`src/rtl/clock_trial_episode_controller_assert.svh`:
```
// assertion macros for the clock trial episode controller
`ifndef CLOCK_TRIAL_EPISODE_CONTROLLER_ASSERT_SVH
`define CLOCK_TRIAL_EPISODE_CONTROLLER_ASSERT_SVH

// same-cycle implication, sampled on aclk, off during reset
`define CTE_ASSERT_IMP(label, ante, cons, msg) \
    label: assert property (@(posedge aclk) disable iff (!aresetn) (ante) |-> (cons)) \
        else $error(msg);

// next-cycle implication, sampled on aclk, off during reset
`define CTE_ASSERT_NXT(label, ante, cons, msg) \
    label: assert property (@(posedge aclk) disable iff (!aresetn) (ante) |=> (cons)) \
        else $error(msg);

`endif

```
`src/rtl/cte_pkg.sv`:
```
// shared types, widths and codes of the clock trial episode controller
package cte_pkg;

    // field widths
    localparam int CLOCK_BITS    = 16;
    localparam int TICK_BITS     = 16;
    localparam int TEMP_BITS     = 8;
    localparam int UTIL_BITS     = 7;
    localparam int ECC_BITS      = 16;
    localparam int EPISODE_BITS  = 32;
    localparam int SUM_BITS      = TICK_BITS + 8;
    localparam int CNT_BITS      = TICK_BITS + 1;
    localparam int DIV_STEP_BITS = $clog2(SUM_BITS);

    // apb port
    localparam int APB_ADDR_BITS = 4;
    localparam int APB_DATA_BITS = 32;

    // register reset values
    localparam logic [TEMP_BITS-1:0]  TEMP_LIMIT_RESET     = TEMP_BITS'(90);
    localparam logic [UTIL_BITS-1:0]  UTIL_THRESHOLD_RESET = UTIL_BITS'(50);
    localparam logic [CLOCK_BITS-1:0] BASELINE_RESET       = CLOCK_BITS'(1000);

    // episode phases
    typedef enum logic [2:0] {
        PH_IDLE     = 3'd0,
        PH_PROPOSE  = 3'd1,
        PH_VALIDATE = 3'd2,
        PH_APPLY    = 3'd3,
        PH_MONITOR  = 3'd4,
        PH_DECIDE   = 3'd5,
        PH_ROLLBACK = 3'd6
    } phase_t;

    // propose status codes
    typedef enum logic [1:0] {
        PS_NONE     = 2'd0,
        PS_ACCEPTED = 2'd1,
        PS_BUSY     = 2'd2
    } status_t;

    // outcome codes
    typedef enum logic [2:0] {
        OC_NONE          = 3'd0,
        OC_PROMOTED      = 3'd1,
        OC_REJECTED      = 3'd2,
        OC_GUARDRAIL     = 3'd3,
        OC_ROLLBACK_DONE = 3'd4
    } outcome_t;

    // register indexes
    typedef enum logic [1:0] {
        REG_TEMP_LIMIT     = 2'd0,
        REG_UTIL_THRESHOLD = 2'd1,
        REG_BASELINE_CLOCK = 2'd2
    } reg_idx_t;

    // controller states
    typedef enum logic [3:0] {
        CS_IDLE  = 4'b0001,
        CS_STEP  = 4'b0010,
        CS_DIV   = 4'b0100,
        CS_WRITE = 4'b1000
    } ctl_state_t;

    // configuration registers
    typedef struct packed {
        logic [TEMP_BITS-1:0]  temp_limit;
        logic [UTIL_BITS-1:0]  util_threshold;
        logic [CLOCK_BITS-1:0] baseline_clock;
    } cte_cfg_t;

    // controller to datapath
    typedef struct packed {
        logic capture;
        logic div_start;
        logic commit;
    } cte_cmd_t;

    // datapath to controller
    typedef struct packed {
        logic decide_step;
        logic div_done;
    } cte_sts_t;

endpackage

```
`src/rtl/cte_regs.sv`:
```
// apb configuration registers
module cte_regs (
    input  logic                               aclk,
    input  logic                               aresetn,
    input  logic                               psel,
    input  logic                               penable,
    input  logic                               pwrite,
    input  logic [cte_pkg::APB_ADDR_BITS-1:0]  paddr,
    input  logic [cte_pkg::APB_DATA_BITS-1:0]  pwdata,
    output logic [cte_pkg::APB_DATA_BITS-1:0]  prdata,
    output logic                               pready,
    output cte_pkg::cte_cfg_t                  cfg
);
    import cte_pkg::*;

    cte_cfg_t cfg_reg;
    reg_idx_t idx;
    logic     wr_en;

    assign idx    = reg_idx_t'(paddr[3:2]);
    assign wr_en  = psel && penable && pwrite;
    assign pready = 1'b1;
    assign cfg    = cfg_reg;

    // register writes
    always_ff @(posedge aclk) begin
        if (!aresetn) begin
            cfg_reg.temp_limit     <= TEMP_LIMIT_RESET;
            cfg_reg.util_threshold <= UTIL_THRESHOLD_RESET;
            cfg_reg.baseline_clock <= BASELINE_RESET;
        end else if (wr_en) begin
            case (idx)
                REG_TEMP_LIMIT:     cfg_reg.temp_limit     <= pwdata[TEMP_BITS-1:0];
                REG_UTIL_THRESHOLD: cfg_reg.util_threshold <= pwdata[UTIL_BITS-1:0];
                REG_BASELINE_CLOCK: cfg_reg.baseline_clock <= pwdata[CLOCK_BITS-1:0];
                default: ;
            endcase
        end
    end

    // read mux
    always_comb begin
        case (idx)
            REG_TEMP_LIMIT:     prdata = APB_DATA_BITS'(cfg_reg.temp_limit);
            REG_UTIL_THRESHOLD: prdata = APB_DATA_BITS'(cfg_reg.util_threshold);
            REG_BASELINE_CLOCK: prdata = APB_DATA_BITS'(cfg_reg.baseline_clock);
            default:            prdata = '0;
        endcase
    end

endmodule

```
`src/rtl/cte_div.sv`:
```
// bit-serial restoring divider for the average utilization
module cte_div (
    input  logic                          aclk,
    input  logic                          aresetn,
    input  logic                          start,
    input  logic [cte_pkg::SUM_BITS-1:0]  dividend,
    input  logic [cte_pkg::CNT_BITS-1:0]  divisor,
    output logic [cte_pkg::SUM_BITS-1:0]  quotient,
    output logic                          done
);
    import cte_pkg::*;

    localparam logic [DIV_STEP_BITS-1:0] LAST_STEP = DIV_STEP_BITS'(SUM_BITS - 1);

    logic                     busy_reg;
    logic                     done_reg;
    logic [DIV_STEP_BITS-1:0] step_reg;
    logic [CNT_BITS-1:0]      divisor_reg;
    logic [CNT_BITS-1:0]      rem_reg;
    logic [SUM_BITS-1:0]      quot_reg;
    logic [CNT_BITS:0]        shifted;
    logic [CNT_BITS+1:0]      diff;

    // one quotient bit per cycle
    assign shifted = {rem_reg, quot_reg[SUM_BITS-1]};
    assign diff    = {1'b0, shifted} - {2'b00, divisor_reg};

    assign quotient = quot_reg;
    assign done     = done_reg;

    // iteration control
    always_ff @(posedge aclk) begin
        if (!aresetn) begin
            busy_reg <= 1'b0;
            done_reg <= 1'b0;
            step_reg <= '0;
        end else begin
            done_reg <= 1'b0;
            if (start) begin
                busy_reg <= 1'b1;
                step_reg <= '0;
            end else if (busy_reg) begin
                step_reg <= step_reg + 1'b1;
                if (step_reg == LAST_STEP) begin
                    busy_reg <= 1'b0;
                    done_reg <= 1'b1;
                end
            end
        end
    end

    // remainder and quotient shift
    always_ff @(posedge aclk) begin
        if (start) begin
            divisor_reg <= divisor;
            rem_reg     <= '0;
            quot_reg    <= dividend;
        end else if (busy_reg) begin
            if (!diff[CNT_BITS+1]) begin
                rem_reg  <= diff[CNT_BITS-1:0];
                quot_reg <= {quot_reg[SUM_BITS-2:0], 1'b1};
            end else begin
                rem_reg  <= shifted[CNT_BITS-1:0];
                quot_reg <= {quot_reg[SUM_BITS-2:0], 1'b0};
            end
        end
    end

endmodule

```
`src/rtl/cte_datapath.sv`:
```
// episode state, step logic and result register
module cte_datapath (
    input  logic                              aclk,
    input  logic                              aresetn,
    input  cte_pkg::cte_cmd_t                 cmd,
    output cte_pkg::cte_sts_t                 sts,
    input  cte_pkg::cte_cfg_t                 cfg,
    input  logic                              s_op,
    input  logic [cte_pkg::CLOCK_BITS-1:0]    s_trial_clock,
    input  logic [cte_pkg::TICK_BITS-1:0]     s_monitor_ticks,
    input  logic                              s_sample_valid,
    input  logic [cte_pkg::TEMP_BITS-1:0]     s_temp_c,
    input  logic [cte_pkg::UTIL_BITS-1:0]     s_util_pct,
    input  logic [cte_pkg::ECC_BITS-1:0]      s_ecc_count,
    output logic [1:0]                        m_propose_status,
    output logic                              m_clock_write,
    output logic [cte_pkg::CLOCK_BITS-1:0]    m_clock_value,
    output logic [2:0]                        m_phase,
    output logic [2:0]                        m_outcome,
    output logic [cte_pkg::UTIL_BITS-1:0]     m_mean_util,
    output logic [cte_pkg::EPISODE_BITS-1:0]  m_episode_number
);
    import cte_pkg::*;

    // captured item
    logic                  op_reg;
    logic [CLOCK_BITS-1:0] trial_in_reg;
    logic [TICK_BITS-1:0]  ticks_in_reg;
    logic                  sample_valid_reg;
    logic [TEMP_BITS-1:0]  temp_reg;
    logic [UTIL_BITS-1:0]  util_reg;
    logic                  ecc_err_reg;

    // episode state
    phase_t                  phase_reg, phase_next;
    logic [EPISODE_BITS-1:0] episode_reg, episode_next;
    logic [CLOCK_BITS-1:0]   trial_clock_reg, trial_clock_next;
    logic [TICK_BITS-1:0]    ticks_total_reg, ticks_total_next;
    logic [CNT_BITS-1:0]     ticks_done_reg, ticks_done_next;
    logic [SUM_BITS-1:0]     util_sum_reg, util_sum_next;
    logic [CNT_BITS-1:0]     sample_count_reg, sample_count_next;

    // step results
    status_t               status;
    logic                  clock_write;
    logic [CLOCK_BITS-1:0] clock_value;
    outcome_t              outcome;
    logic [UTIL_BITS-1:0]  avg;
    logic                  active;
    logic                  abort_now;
    logic [SUM_BITS-1:0]   quotient;
    logic                  div_done;

    // result register
    status_t                 status_reg;
    logic                    clock_write_reg;
    logic [CLOCK_BITS-1:0]   clock_value_reg;
    phase_t                  phase_out_reg;
    outcome_t                outcome_reg;
    logic [UTIL_BITS-1:0]    avg_reg;
    logic [EPISODE_BITS-1:0] episode_out_reg;

    cte_div u_div (
        .aclk     (aclk),
        .aresetn  (aresetn),
        .start    (cmd.div_start),
        .dividend (util_sum_reg),
        .divisor  (sample_count_reg),
        .quotient (quotient),
        .done     (div_done)
    );

    assign sts = '{decide_step: !op_reg && (phase_reg == PH_DECIDE), div_done: div_done};

    // capture the accepted item
    always_ff @(posedge aclk) begin
        if (cmd.capture) begin
            op_reg           <= s_op;
            trial_in_reg     <= s_trial_clock;
            ticks_in_reg     <= s_monitor_ticks;
            sample_valid_reg <= s_sample_valid;
            temp_reg         <= s_temp_c;
            util_reg         <= s_util_pct;
            ecc_err_reg      <= (s_ecc_count != '0);
        end
    end

    // one episode step
    always_comb begin
        phase_next        = phase_reg;
        episode_next      = episode_reg;
        trial_clock_next  = trial_clock_reg;
        ticks_total_next  = ticks_total_reg;
        ticks_done_next   = ticks_done_reg;
        util_sum_next     = util_sum_reg;
        sample_count_next = sample_count_reg;
        status            = PS_NONE;
        clock_write       = 1'b0;
        clock_value       = '0;
        outcome           = OC_NONE;
        avg               = '0;
        abort_now         = 1'b0;
        active            = phase_reg inside {[PH_PROPOSE:PH_ROLLBACK]};

        if (op_reg) begin
            if (active) begin
                status = PS_BUSY;
            end else begin
                status            = PS_ACCEPTED;
                episode_next      = episode_reg + 1'b1;
                phase_next        = PH_PROPOSE;
                trial_clock_next  = trial_in_reg;
                ticks_total_next  = ticks_in_reg;
                ticks_done_next   = '0;
                util_sum_next     = '0;
                sample_count_next = '0;
            end
        end else if (active) begin
            case (phase_reg)
                PH_PROPOSE: begin
                    phase_next = PH_VALIDATE;
                end
                PH_VALIDATE: begin
                    phase_next = PH_APPLY;
                end
                PH_APPLY: begin
                    clock_write = 1'b1;
                    clock_value = trial_clock_reg;
                    phase_next  = PH_MONITOR;
                end
                PH_MONITOR: begin
                    // accumulate the sample, abort on a guardrail hit
                    if (sample_valid_reg) begin
                        util_sum_next     = util_sum_reg + SUM_BITS'(util_reg);
                        sample_count_next = sample_count_reg + 1'b1;
                        abort_now = (temp_reg > cfg.temp_limit) || ecc_err_reg;
                    end
                    if (abort_now) begin
                        phase_next = PH_ROLLBACK;
                        outcome    = OC_GUARDRAIL;
                    end else begin
                        ticks_done_next = ticks_done_reg + 1'b1;
                        if (ticks_done_next >= {1'b0, ticks_total_reg}) begin
                            phase_next = PH_DECIDE;
                        end
                    end
                end
                PH_DECIDE: begin
                    // average comes from the divider, zero with no samples
                    if (sample_count_reg != '0) begin
                        avg = quotient[UTIL_BITS-1:0];
                    end
                    if (avg > cfg.util_threshold) begin
                        phase_next = PH_IDLE;
                        outcome    = OC_PROMOTED;
                    end else begin
                        phase_next = PH_ROLLBACK;
                        outcome    = OC_REJECTED;
                    end
                end
                default: begin
                    clock_write = 1'b1;
                    clock_value = cfg.baseline_clock;
                    phase_next  = PH_IDLE;
                    outcome     = OC_ROLLBACK_DONE;
                end
            endcase
        end else begin
            phase_next = PH_IDLE;
        end
    end

    // episode state update
    always_ff @(posedge aclk) begin
        if (!aresetn) begin
            phase_reg        <= PH_IDLE;
            episode_reg      <= '0;
            trial_clock_reg  <= '0;
            ticks_total_reg  <= '0;
            ticks_done_reg   <= '0;
            util_sum_reg     <= '0;
            sample_count_reg <= '0;
        end else if (cmd.commit) begin
            phase_reg        <= phase_next;
            episode_reg      <= episode_next;
            trial_clock_reg  <= trial_clock_next;
            ticks_total_reg  <= ticks_total_next;
            ticks_done_reg   <= ticks_done_next;
            util_sum_reg     <= util_sum_next;
            sample_count_reg <= sample_count_next;
        end
    end

    // result register
    always_ff @(posedge aclk) begin
        if (cmd.commit) begin
            status_reg      <= status;
            clock_write_reg <= clock_write;
            clock_value_reg <= clock_value;
            phase_out_reg   <= phase_next;
            outcome_reg     <= outcome;
            avg_reg         <= avg;
            episode_out_reg <= episode_next;
        end
    end

    assign m_propose_status = status_reg;
    assign m_clock_write    = clock_write_reg;
    assign m_clock_value    = clock_value_reg;
    assign m_phase          = phase_out_reg;
    assign m_outcome        = outcome_reg;
    assign m_mean_util      = avg_reg;
    assign m_episode_number = episode_out_reg;

endmodule

```
`src/rtl/cte_ctrl.sv`:
```
// handshake and sequencing controller
module cte_ctrl (
    input  logic               aclk,
    input  logic               aresetn,
    input  logic               s_valid,
    output logic               s_ready,
    output logic               m_valid,
    input  logic               m_ready,
    output cte_pkg::cte_cmd_t  cmd,
    input  cte_pkg::cte_sts_t  sts
);
    import cte_pkg::*;

    ctl_state_t state_reg, state_next;
    logic       m_valid_reg, m_valid_next;
    logic       out_free;

    assign s_ready  = (state_reg == CS_IDLE);
    assign m_valid  = m_valid_reg;
    assign out_free = !m_valid_reg || m_ready;

    // sequencing
    always_comb begin
        state_next    = state_reg;
        cmd.capture   = 1'b0;
        cmd.div_start = 1'b0;
        cmd.commit    = 1'b0;
        case (state_reg)
            CS_IDLE: begin
                cmd.capture = s_valid;
                if (s_valid) begin
                    state_next = CS_STEP;
                end
            end
            CS_STEP: begin
                if (sts.decide_step) begin
                    cmd.div_start = 1'b1;
                    state_next    = CS_DIV;
                end else begin
                    state_next = CS_WRITE;
                end
            end
            CS_DIV: begin
                if (sts.div_done) begin
                    state_next = CS_WRITE;
                end
            end
            CS_WRITE: begin
                if (out_free) begin
                    cmd.commit = 1'b1;
                    state_next = CS_IDLE;
                end
            end
            default: begin
                state_next = CS_IDLE;
            end
        endcase
    end

    // result valid
    always_comb begin
        if (cmd.commit) begin
            m_valid_next = 1'b1;
        end else if (m_ready) begin
            m_valid_next = 1'b0;
        end else begin
            m_valid_next = m_valid_reg;
        end
    end

    always_ff @(posedge aclk) begin
        if (!aresetn) begin
            state_reg   <= CS_IDLE;
            m_valid_reg <= 1'b0;
        end else begin
            state_reg   <= state_next;
            m_valid_reg <= m_valid_next;
        end
    end

endmodule

```
`src/rtl/clock_trial_episode_controller.sv`:
```
// top level of the clock trial episode controller
//
// Runs trial episodes of a proposed clock limit: propose, validate, apply,
// monitor, decide and rollback, one step per tick transfer, with one result
// transfer per input transfer. Items are taken one at a time. A tick or
// propose passes the capture, step and write states; a decide tick also
// waits in the divider state, where the bit-serial divider forms the
// average utilization one quotient bit per cycle (24 bits). A new input
// transfer is taken while the previous result waits in the output register.
// Registers on the APB port: temp_limit at 0x0, util_threshold at 0x4,
// baseline_clock at 0x8; write them only while the block is idle.
`include "clock_trial_episode_controller_assert.svh"

module clock_trial_episode_controller (
    input  logic                               aclk,
    input  logic                               aresetn,
    // input channel
    input  logic                               s_valid,
    output logic                               s_ready,
    input  logic                               s_op,
    input  logic [cte_pkg::CLOCK_BITS-1:0]     s_trial_clock,
    input  logic [cte_pkg::TICK_BITS-1:0]      s_monitor_ticks,
    input  logic                               s_sample_valid,
    input  logic [cte_pkg::TEMP_BITS-1:0]      s_temp_c,
    input  logic [cte_pkg::UTIL_BITS-1:0]      s_util_pct,
    input  logic [cte_pkg::ECC_BITS-1:0]       s_ecc_count,
    // result channel
    output logic                               m_valid,
    input  logic                               m_ready,
    output logic [1:0]                         m_propose_status,
    output logic                               m_clock_write,
    output logic [cte_pkg::CLOCK_BITS-1:0]     m_clock_value,
    output logic [2:0]                         m_phase,
    output logic [2:0]                         m_outcome,
    output logic [cte_pkg::UTIL_BITS-1:0]      m_mean_util,
    output logic [cte_pkg::EPISODE_BITS-1:0]   m_episode_number,
    // configuration
    input  logic                               psel,
    input  logic                               penable,
    input  logic                               pwrite,
    input  logic [cte_pkg::APB_ADDR_BITS-1:0]  paddr,
    input  logic [cte_pkg::APB_DATA_BITS-1:0]  pwdata,
    output logic [cte_pkg::APB_DATA_BITS-1:0]  prdata,
    output logic                               pready
);
    import cte_pkg::*;

    cte_cfg_t cfg;
    cte_cmd_t cmd;
    cte_sts_t sts;

    // result checks
    logic propose_taken;
    logic clock_phase_ok;
    logic mean_outcome_ok;

    cte_regs u_regs (
        .aclk    (aclk),
        .aresetn (aresetn),
        .psel    (psel),
        .penable (penable),
        .pwrite  (pwrite),
        .paddr   (paddr),
        .pwdata  (pwdata),
        .prdata  (prdata),
        .pready  (pready),
        .cfg     (cfg)
    );

    cte_ctrl u_ctrl (
        .aclk    (aclk),
        .aresetn (aresetn),
        .s_valid (s_valid),
        .s_ready (s_ready),
        .m_valid (m_valid),
        .m_ready (m_ready),
        .cmd     (cmd),
        .sts     (sts)
    );

    cte_datapath u_datapath (
        .aclk             (aclk),
        .aresetn          (aresetn),
        .cmd              (cmd),
        .sts              (sts),
        .cfg              (cfg),
        .s_op             (s_op),
        .s_trial_clock    (s_trial_clock),
        .s_monitor_ticks  (s_monitor_ticks),
        .s_sample_valid   (s_sample_valid),
        .s_temp_c         (s_temp_c),
        .s_util_pct       (s_util_pct),
        .s_ecc_count      (s_ecc_count),
        .m_propose_status (m_propose_status),
        .m_clock_write    (m_clock_write),
        .m_clock_value    (m_clock_value),
        .m_phase          (m_phase),
        .m_outcome        (m_outcome),
        .m_mean_util      (m_mean_util),
        .m_episode_number (m_episode_number)
    );

    assign propose_taken   = m_valid && (m_propose_status == PS_ACCEPTED);
    assign clock_phase_ok  = (m_phase == PH_MONITOR) || (m_phase == PH_IDLE);
    assign mean_outcome_ok = (m_outcome == OC_PROMOTED) || (m_outcome == OC_REJECTED);

    // one item in flight at a time
    `CTE_ASSERT_NXT(a_one_in_flight, s_valid && s_ready, !s_ready, "transfer taken while busy")

    // a clock is driven only by the apply or rollback steps
    `CTE_ASSERT_IMP(a_clock_step, m_valid && m_clock_write, clock_phase_ok, "stray clock write")

    // a nonzero average only comes with a decide outcome
    `CTE_ASSERT_IMP(a_avg_decide, m_valid && |m_mean_util, mean_outcome_ok, "stray average")

    // an accepted propose always lands in the propose phase
    `CTE_ASSERT_IMP(a_propose_phase, propose_taken, m_phase == PH_PROPOSE, "bad propose phase")

endmodule
```
`config.mk`:
```
export PLATFORM = sky130hd
export DESIGN_NAME = clock_trial_episode_controller
export DESIGN_NICKNAME = d
export VERILOG_FILES = /design/src/rtl/cte_pkg.sv /design/src/rtl/cte_regs.sv /design/src/rtl/cte_div.sv /design/src/rtl/cte_datapath.sv /design/src/rtl/cte_ctrl.sv /design/src/rtl/clock_trial_episode_controller.sv
export VERILOG_INCLUDE_DIRS = /design/src /design/src/rtl
export SDC_FILE = /design/constraint.sdc
export NUM_CORES = 1
export LEC_CHECK = 0
export BUFFER_PORTS_ARGS = -buffer_cell sky130_fd_sc_hd__buf_2
export CORE_UTILIZATION = 46
export DETAILED_ROUTE_END_ITERATION = 7
export PLACE_DENSITY = 0.64
export SYNTH_ARGS = -nofsm -noshare
export SYNTH_HDL_FRONTEND = slang
export SYNTH_SLANG_ARGS = --single-unit
```
`constraint.sdc`:
```
create_clock -name aclk -period 4.9 [get_ports aclk]
set_clock_uncertainty 0.15 [all_clocks]
set_input_delay 0.245 -clock aclk [delete_from_list [all_inputs] [get_ports aclk]]
set_output_delay 0.245 -clock aclk [all_outputs]
set_load 0.1 [all_outputs]
```
==> flow_metrics.tcl, run 1 <==
set metrics [dict create \
    layout-drive-gt1-share_pct 14.0 \
    worstHoldPathType "input port to flip-flop" \
    grt.overflow.total 0 \
    cts_inserted_buffers 38 \
    clk_pin_slew_worst_setup_hold_paths_ps 70 \
    cap_viol_max_count 0 \
    timing.max_slew.rel_slack_pct 25.6 \
    syn_area_um2 16200 \
    fin_crit_ps 3960 \
    vias_per_cell 5.27 \
    design.die.area_um2 36000 \
    place_inst 2220 \
    placement_rows 68 \
    first_global_vias 12200 \
    rsz0062_at_grt "false" \
    count_of_buffers_from_port_buffering 171 \
    ys_seq_elements 340 \
    hold_violations 0 \
    cts_repair_resize_count 0 \
    crit_slowest_cell "dfxtp_1" \
    report.power.total_uw 7030 \
    crit_fanout 6 \
    antenna_violations_before_repair 0 \
    drt-wirelength-per-cell_um 15.5 \
    die_w_um 190 \
    finalSetupViolCount 0 \
    asyncSetResetFlopFracSynth_pct 0 \
    gp_congestion 0.877 \
    crit_family "compound AO/OA/AOI/OAI gates" \
    synth.avg_cell_area_um2 9.81 \
    report.final.slew_viol_count 0 \
    die_height_um 190 \
    status "complete, no violations" \
    cts.htree.levels 2 \
    layout.cells.most_common "nand2_1" \
    initial_detailed_routing_violation_count 702 \
    yosys.cell_types.count 71 \
    crit_path_cell_trace "ha_1 -> and3_1 -> nand3_1 -> nor2_1 -> nand3_1 -> xnor2_1 -> ha_1 -> a211oi_1 -> nand2_1 -> a2111oi_0 -> o21ai_0 -> a21bo_2 -> o211ai_1 -> nand2_1" \
    synthFlopType "dfxtp_1" \
    leakagePower_uw 0.00761 \
    num_io_pins 207 \
    worstSkewPairLatency_ps 540 \
    grt_first_pass_wirelength_um 60100 \
    mostFrequentLayoutCells "nand2_1, dfxtp_1, buf_2" \
    max_root_sink_buffers 3 \
    finish.net_count 2048 \
    hpwl_um 24800 \
    num_antenna_cells 0 \
    maximum_number_of_pins_on_one_net_before_global_route_repair 70 \
    stdcell_count 2359 \
    initial_utilization_pct 46.8 \
    required_ps 5030 \
    arrival_ps 4090 \
    timing.critical_path.from_type "flip-flop" \
    totalWireLength_um 36600 \
    cts_root_buf "clkbuf_16" \
    worst_ir_drop_vdd_uv 314 \
    post-route-period-util_pct 80.8 \
    fmax_ghz 0.253 \
    grt_util_all_layers_pct 20.6 \
    drc 0 \
    reg2regPathDepth 14 \
    crit_cells 14 \
    seq_area_frac_synth_pct 51.6 \
    vias_after_detailed_routing 12400 \
    core-area_um2 34600 \
    drt_first_pass_iters 5 \
    cellPowerDensity_nw_per_um2 362 \
    area_growth_pct 19.9 \
    synthesis.instances 1652 \
    min_delay_path_depth 2 \
    max_stage_delay_ps 410 \
    tritoncts_num_sinks 340 \
    worst_pin_slew_ps 1110 \
    worstSetupPathType "flip-flop to flip-flop" \
    drt.antenna.violating_nets 0 \
    fin_tns_setup_ps 0 \
    synth_edf_count 155 \
    critical_path_buf_inv_count 0 \
    ys.warnings.count 0 \
    timing.critical_path.to_type "flip-flop" \
    tritoncts "done" \
]
cells in the mapped netlist (all sizes together), types with 22 or more instances:
cell / instances / area share, %
mux2i: 22 / 1.4
edfxtp: 155 / 29
dfxtp: 185 / 23
nor2: 98 / 2.3
nand3: 64 / 2.0
a21boi: 67 / 3.1
clkbuf: 64 / 1.5
and2: 51 / 2.0
ha: 63 / 4.9
buf: 27 / 1.1
o21ai: 71 / 2.2
a21oi: 40 / 1.2
nor3: 26 / 0.80
xnor2: 72 / 3.9
nand4: 39 / 1.5
nand2: 272 / 6.3
xor2: 42 / 2.3
inv: 67 / 1.6
routing by layer:
layer	share of wire [%]	global-route usage (%)	routed length [um]	up-vias
li1	-	-	-	6202
met1	45	27.0	16600	5863
met2	47	35.1	17300	313
met3	5.1	3.30	1860	61
met4	2.3	6.14	833	0
met5	0	0	0	-
power breakdown:
| group | internal (uW) | switching, uW |
|---|---|---|
| clock network | 1810 | 1130 |
| logic | 253 | 618 |
| registers | 3130 | 81.3 |
| total | 5190 | 1830 |
timing repair:
action | 4_1_cts | 5_1_grt
hold buffers | 70 | 0
endpoints found under the setup margin | 0 | 0
endpoints found under the hold margin | 83 | 0
setup buffers | 0 | 0
per-stage QoR:
step	area [um^2]	worst slack (ps)	util, %	hold slack [ps]
4_1_cts	19400	961	56.1	58.5
3_5_place_dp	17400	992	50.4	273
6_report	19400	943	56.1	69.2
5_1_grt	19400	639	56.1	102
3_3_place_gp	17400	1100	50.4	271
2_1_floorplan	16300	581	-	194
cells by family after synthesis:
family / count (synthesis) / share of synthesized area, %
AO/OA/AOI/OAI: 277 / 11.5
buffers and inverters: 160 / 4.14
adder cells (fa/ha/maj): 65 / 5.11
XOR/XNOR: 114 / 6.16
flip-flops: 340 / 51.6
other: 2 / 0.0463
multiplexers: 22 / 1.36
AND/OR/NAND/NOR: 672 / 20.1
worst paths after layout:
check,from,endpoint,slack (ps)
setup reg to reg,u_datapath.ticks_done_reg[0],u_datapath.m_phase[0],940
hold / removal,aresetn,u_regs.cfg[5],70
setup / recovery,u_datapath.ticks_done_reg[0],u_datapath.m_phase[0],940
hold reg to reg,u_datapath.trial_clock_reg[13],u_datapath.trial_clock_reg[13],310
layout make-up:
class / count / area [um^2]
timing repair buffer: 259 / 1690
multi-input combinational: 1167 / 7260
fill: 3082 / 15200
clock inverter: 20 / 254
clock buffer: 49 / 1030
inverter: 69 / 259
sequential: 340 / 8360
tap: 455 / 569
No activity file was read; power rests on OpenSTA's default activity.
==> inputs of run 2 (changes only) <==
--- a/config.mk
+++ b/config.mk
@@ -9,7 +9,7 @@
 export BUFFER_PORTS_ARGS = -buffer_cell sky130_fd_sc_hd__buf_2
 export CORE_UTILIZATION = 46
 export DETAILED_ROUTE_END_ITERATION = 7
-export PLACE_DENSITY = 0.64
+export PLACE_DENSITY = 0.66
 export SYNTH_ARGS = -nofsm -noshare
 export SYNTH_HDL_FRONTEND = slang
 export SYNTH_SLANG_ARGS = --single-unit
==> constraint.sdc (replaced) <==
create_clock -name aclk -period 3.3 [get_ports aclk]
set_clock_uncertainty 0.15 [all_clocks]
set_input_delay 0.165 -clock aclk [delete_from_list [all_inputs] [get_ports aclk]]
set_output_delay 0.165 -clock aclk [all_outputs]
set_load 0.1 [all_outputs]
==> flow_metrics.tcl, run 2 (synthesized netlist as in run 1, its figures left out) <==
set metrics [dict create \
    tritoncts_num_sinks 340 \
    max_stage_delay_ps 520 \
    area_growth_pct 22.3 \
    drc 0 \
    crit_fanout 10 \
    filler_cell_count 2967 \
    grt.overflow.total 0 \
    finalSetupViolCount 0 \
    crit_path_cell_trace "ha_1 -> or4b_4 -> and3_4 -> or3_4 -> a311oi_4 -> nor2_2 -> o21ai_0 -> o31ai_1" \
    fmax_ghz 0.318 \
    die_w_um 190 \
    antenna_violations_before_repair 0 \
    cts.htree.levels 2 \
    cap_viol_max_count 0 \
    worst_pin_slew_ps 1050 \
    die_height_um 190 \
    combPwrFrac_pct 13.1 \
    initial_detailed_routing_violation_count 787 \
    drt.antenna.violating_nets 0 \
    swShare_pct 26.5 \
    totalWireLength_um 37500 \
    maximum_number_of_pins_on_one_net_before_global_route_repair 93 \
    timing.max_slew.rel_slack_pct 29.9 \
    post-route-period-util_pct 95.2 \
    grt_first_pass_wirelength_um 60200 \
    cts_inserted_buffers 36 \
    cts_root_buf "clkbuf_16" \
    cellPowerDensity_nw_per_um2 514 \
    report.power.total_uw 10200 \
    tritoncts "done" \
    initial_utilization_pct 46.8 \
    drt-wirelength-per-cell_um 15.7 \
    layout-drive-gt1-share_pct 16.3 \
    placement_rows 68 \
    final_core_utilization_pct 57.3 \
    grt_util_all_layers_pct 20.8 \
    report.final.slew_viol_count 0 \
    clk_pin_slew_worst_setup_hold_paths_ps 60 \
    num_antenna_cells 0 \
    clock_power_share_pct 40.2 \
    hpwl_um 25900 \
    num_io_pins 207 \
    worst_ir_drop_vdd_uv 607 \
    gp_congestion 0.891 \
    p_int_uw 7480 \
    fin_crit_ps 3140 \
    switchingPower_uw 2700 \
    leakagePower_uw 0.00780 \
    worstSetupPathType "flip-flop to flip-flop" \
    power_frac_seq_pct 46.8 \
    arrival_ps 3400 \
    required_ps 3560 \
    count_of_buffers_from_port_buffering 171 \
    vias_after_detailed_routing 12600 \
    layout.cells.most_common "nand2_1" \
    status "complete, no violations" \
    rsz0062_at_grt "true" \
    core-area_um2 34600 \
    design.die.area_um2 36000 \
    vias_per_cell 5.25 \
    finish.net_count 2086 \
    crit_slowest_cell "a311oi_4" \
    worstHoldPathType "input port to flip-flop" \
    mostFrequentLayoutCells "nand2_1, dfxtp_1, buf_2" \
    timing.critical_path.from_type "flip-flop" \
    worstSkewPairLatency_ps 530 \
    max_root_sink_buffers 3 \
    first_global_vias 12200 \
    hold_violations 0 \
    timing.critical_path.to_type "flip-flop" \
    drt_first_pass_iters 5 \
]
-- run 2: cell count changes in the layout (fill, tap and decap cells not counted), sizes merged --
cell / change
clkbuf: -3
dlygate4sd3: +5
inv: -2
bufinv: -3
buf: +35
clkinv: +5
-- run 2: final cells by class --
class,count,area [um^2],area share (%)
repair buffers,299,2060,10.4
clock buffers,46,1020,5.15
clock inverters,20,185,0.934
multi-input cells,1167,7370,37.2
inverters,69,260,1.31
flip-flops and latches,340,8360,42.2
well taps,455,569,2.87
-- run 2: through the flow --
| stage | instances | setup WS (ps) | cell area, um^2 | hold WS (ps) | setup TNS, ps |
|---|---|---|---|---|---|
| floorplan | 1667 | 10.3 | 16300 | 114 | 0 |
| global placement | 2253 | -21.4 | 17800 | 191 | -41.2 |
| detailed placement | 2253 | -72.6 | 17800 | 193 | -144 |
| CTS | 2394 | 35.1 | 19700 | 4.47 | 0 |
| global route | 2396 | -30.1 | 19800 | 64.0 | -43.6 |
| finish | 2396 | 159 | 19800 | 22.6 | 0 |
-- run 2: worst max-delay path: cells and delay by family (launching register included) --
family | cells | cell delay, ps
AO/OA/AOI/OAI | 3 | 880
AND/OR/NAND/NOR | 4 | 1340
flip-flops | 1 | 380
adder cells (fa/ha/maj) | 1 | 250
-- run 2: power by group through the flow --
stage	Clock, uW	Sequential (uW)	Combinational, uW
after floorplan	0	5020	775
after global placement	0	4850	1240
after detailed placement	0	4850	1260
after CTS	4170	4760	1330
after global routing	4350	4790	1430
final	4090	4760	1330
-- run 2: worst paths after layout --
kind,from,to,slack (ps),depth (start not counted)
min,pwrite,u_regs.cfg[1],20,5
max reg2reg,u_datapath.phase_reg[2],u_datapath.ticks_done_reg[11],160,8
min reg2reg,u_datapath.ticks_total_reg[14],u_datapath.ticks_total_reg[14],310,2
max,u_datapath.phase_reg[2],u_datapath.ticks_done_reg[11],160,8
-- run 2: per-layer routing --
metal | up-vias | share of wire, % | track usage [%]
met4 | 0 | 2.0 | 6.14
met1 | 5918 | 45 | 26.3
met2 | 311 | 48 | 36.3
met3 | 60 | 5.0 | 3.50
li1 | 6292 | - | -
met5 | - | 0 | 0
-- run 2: repair_timing --
item | in CTS | in global routing
hold endpoints to repair | 112 | 0
gates resized for setup | 5 | 15
pin swaps | 0 | 11
hold buffers | 75 | 0
buffers inserted | 0 | 2
endpoints found under the setup margin | 2 | 14
==> inputs of run 3 (changes only) <==
--- a/config.mk
+++ b/config.mk
@@ -9,7 +9,8 @@
 export BUFFER_PORTS_ARGS = -buffer_cell sky130_fd_sc_hd__buf_2
 export CORE_UTILIZATION = 46
 export DETAILED_ROUTE_END_ITERATION = 7
-export PLACE_DENSITY = 0.66
+export HOLD_SLACK_MARGIN = 0.02
+export PLACE_DENSITY = 0.64
 export SYNTH_ARGS = -nofsm -noshare
 export SYNTH_HDL_FRONTEND = slang
 export SYNTH_SLANG_ARGS = --single-unit
==> constraint.sdc (replaced) <==
create_clock -name aclk -period 3.2 [get_ports aclk]
set_clock_uncertainty 0.15 [all_clocks]
set_input_delay 0.64 -clock aclk [delete_from_list [all_inputs] [get_ports aclk]]
set_output_delay 0.64 -clock aclk [all_outputs]
set_load 0.1 [all_outputs]
==> flow_metrics.tcl, run 3 (synthesized netlist as in run 1, its figures left out) <==
set metrics [dict create \
    status "complete, no violations" \
    mostFrequentLayoutCells "nand2_1, dfxtp_1, buf_2, edfxtp_1, nor2_1" \
    post-route-period-util_pct 94.7 \
    met2_usage_pct 34.9 \
    required_ps 3330 \
    worst_ir_drop_vdd_uv 595 \
    fin_tns_setup_ps 0 \
    grt.overflow.total 0 \
    max_stage_delay_ps 410 \
    power_frac_seq_pct 46.1 \
    vias_per_cell 5.28 \
    layout-drive-gt1-share_pct 18.1 \
    swShare_pct 26.0 \
    register_area_um2 8360 \
    most_used_layer_global_route "met2" \
    drt-wirelength-per-cell_um 15.7 \
    cellPowerDensity_nw_per_um2 545 \
    multi_input_area_um2 7420 \
    worstHoldPathType "input port to flip-flop" \
    maximum_number_of_pins_on_one_net_before_global_route_repair 109 \
    drc 0 \
    worst_pin_slew_ps 897 \
    hpwl_um 25700 \
    critical_path_buf_inv_count 1 \
    max_root_sink_buffers 3 \
    vias_after_detailed_routing 12400 \
    r2r-start "u_datapath.sample_count_reg[4]" \
    drt_first_pass_iters 4 \
    worstSkewPairLatency_ps 520 \
    clock_power_share_pct 41.2 \
    grt_util_all_layers_pct 20.5 \
    crit_family "simple AND/OR/NAND/NOR gates" \
    first_global_vias 12000 \
    area_growth_pct 20.5 \
    grt_use_met3_pct 2.90 \
    drt.antenna.violating_nets 0 \
    timing.critical_path.from_type "flip-flop" \
    timing.max_slew.rel_slack_pct 39.9 \
    crit_fanout 8 \
    clk_pin_slew_worst_setup_hold_paths_ps 60 \
    tritoncts_num_sinks 340 \
    crit_slowest_cell "nor4_1" \
    cap_viol_max_count 0 \
    cts.htree.levels 2 \
    use_met1_pct 27.1 \
    initial_detailed_routing_violation_count 585 \
    totalWireLength_um 36800 \
    layout.cells.most_common "nand2_1" \
    die_w_um 190 \
    hold_violations 0 \
    gp_congestion 0.880 \
    setup_ws_ps 168 \
    startpoint "u_datapath.sample_count_reg[4]" \
    worstSetupPathType "flip-flop to flip-flop" \
    final_core_utilization_pct 56.4 \
    design.die.area_um2 36000 \
    placement_rows 68 \
    num_io_pins 207 \
    grt_first_pass_wirelength_um 59500 \
    tritoncts "done" \
    detailedPlace.worstSlack_ps -82.6 \
    num_antenna_cells 0 \
    hold_path_startpoint "s_monitor_ticks[9]" \
    antenna_violations_before_repair 0 \
    finish.net_count 2027 \
    fin_crit_ps 3030 \
    report.final.slew_viol_count 0 \
    rsz0062_at_grt "false" \
    timing.critical_path.to_type "flip-flop" \
    fmax_ghz 0.330 \
    cts_root_buf "clkbuf_16" \
    cts_inserted_buffers 37 \
    worst_hold_slack_ps 142 \
    arrival_ps 3160 \
    combPwrFrac_pct 12.7 \
    crit_path_cell_trace "nor4_1 -> nand4_1 -> buf_4 -> and2_1 -> ha_1 -> nand3_1 -> o21a_1 -> a31oi_1 -> nand2b_1 -> o221ai_1 -> a22o_1" \
    count_of_buffers_from_port_buffering 171 \
    die_height_um 190 \
    leakagePower_uw 0.00768 \
    initial_utilization_pct 46.8 \
    core-area_um2 34600 \
    switchingPower_uw 2770 \
    finalSetupViolCount 0 \
    p_int_uw 7880 \
    filler_cell_count 3019 \
]
==> run 3: cell count changes in the layout (fill, tap and decap cells not counted), moves of 7 or more <==
cell | before | now
dlygate4sd3_1 | 75 | 0
buf_12 | 4 | 21
buf_2 | 170 | 155
buf_4 | 49 | 63
clkbuf_1 | 4 | 13
clkinv_1 | 10 | 3
o21ai_2 | 0 | 7
==> run 3: final cells by class <==
type | count | share of cell area (%)
Clock inverter | 11 | 0.845
Clock buffer | 57 | 5.60
Multi-Input combinational cell | 1167 | 38.0
Sequential cell | 340 | 42.8
Tap cell | 455 | 2.91
Timing Repair Buffer | 239 | 8.54
Inverter | 69 | 1.33
==> run 3: power groups by stage <==
stage / registers, uW / clock network (uW) / logic, uW
after floorplan: 5180 / 0 / 804
after global placement: 5000 / 0 / 1330
after detailed placement: 5000 / 0 / 1360
after CTS: 4910 / 4490 / 1360
after global routing: 4930 / 4670 / 1460
final: 4910 / 4380 / 1360
==> run 3: routing by layer <==
layer	wire length (um)	part of all wire, %
met1	16900	46
met2	17400	47
met3	1720	4.7
met4	754	2.0
met5	0	0
==> run 3: repair_timing <==
item / in CTS / in global routing
pin swaps: 0 / 13
setup buffers: 0 / 5
gates resized for setup: 7 / 13
setup endpoints to repair: 2 / 27
hold buffers: 0 / 0
==> run 3: worst paths after layout <==
path | end | slack (ps) | cells past startpoint
worst min-delay path | u_datapath.ticks_in_reg[9] | 140 | 1
worst min register to register | u_datapath.trial_clock_reg[15] | 310 | 2
worst max-delay path | u_datapath.m_phase[1] | 170 | 11
worst max register to register | u_datapath.m_phase[1] | 170 | 11
==> run 3: worst reg2reg max path, cell delays in order (launching register included) <==
cell,delay (ps)
dfxtp_1,310
nor4_1,410
nand4_1,160
buf_4,190
and2_1,160
ha_1,300
nand3_1,100
o21a_1,180
a31oi_1,250
nand2b_1,180
o221ai_1,170
a22o_1,240
==> run 3: through the flow <==
step                instance area, um^2  total power, uW  std cells
global route                      19500            11100       2338
global placement                  18200             6330       2265
floorplan                         16300             5980       1667
detailed placement                18200             6360       2265
finish                            19500            10600       2338
CTS                               19400            10800       2333
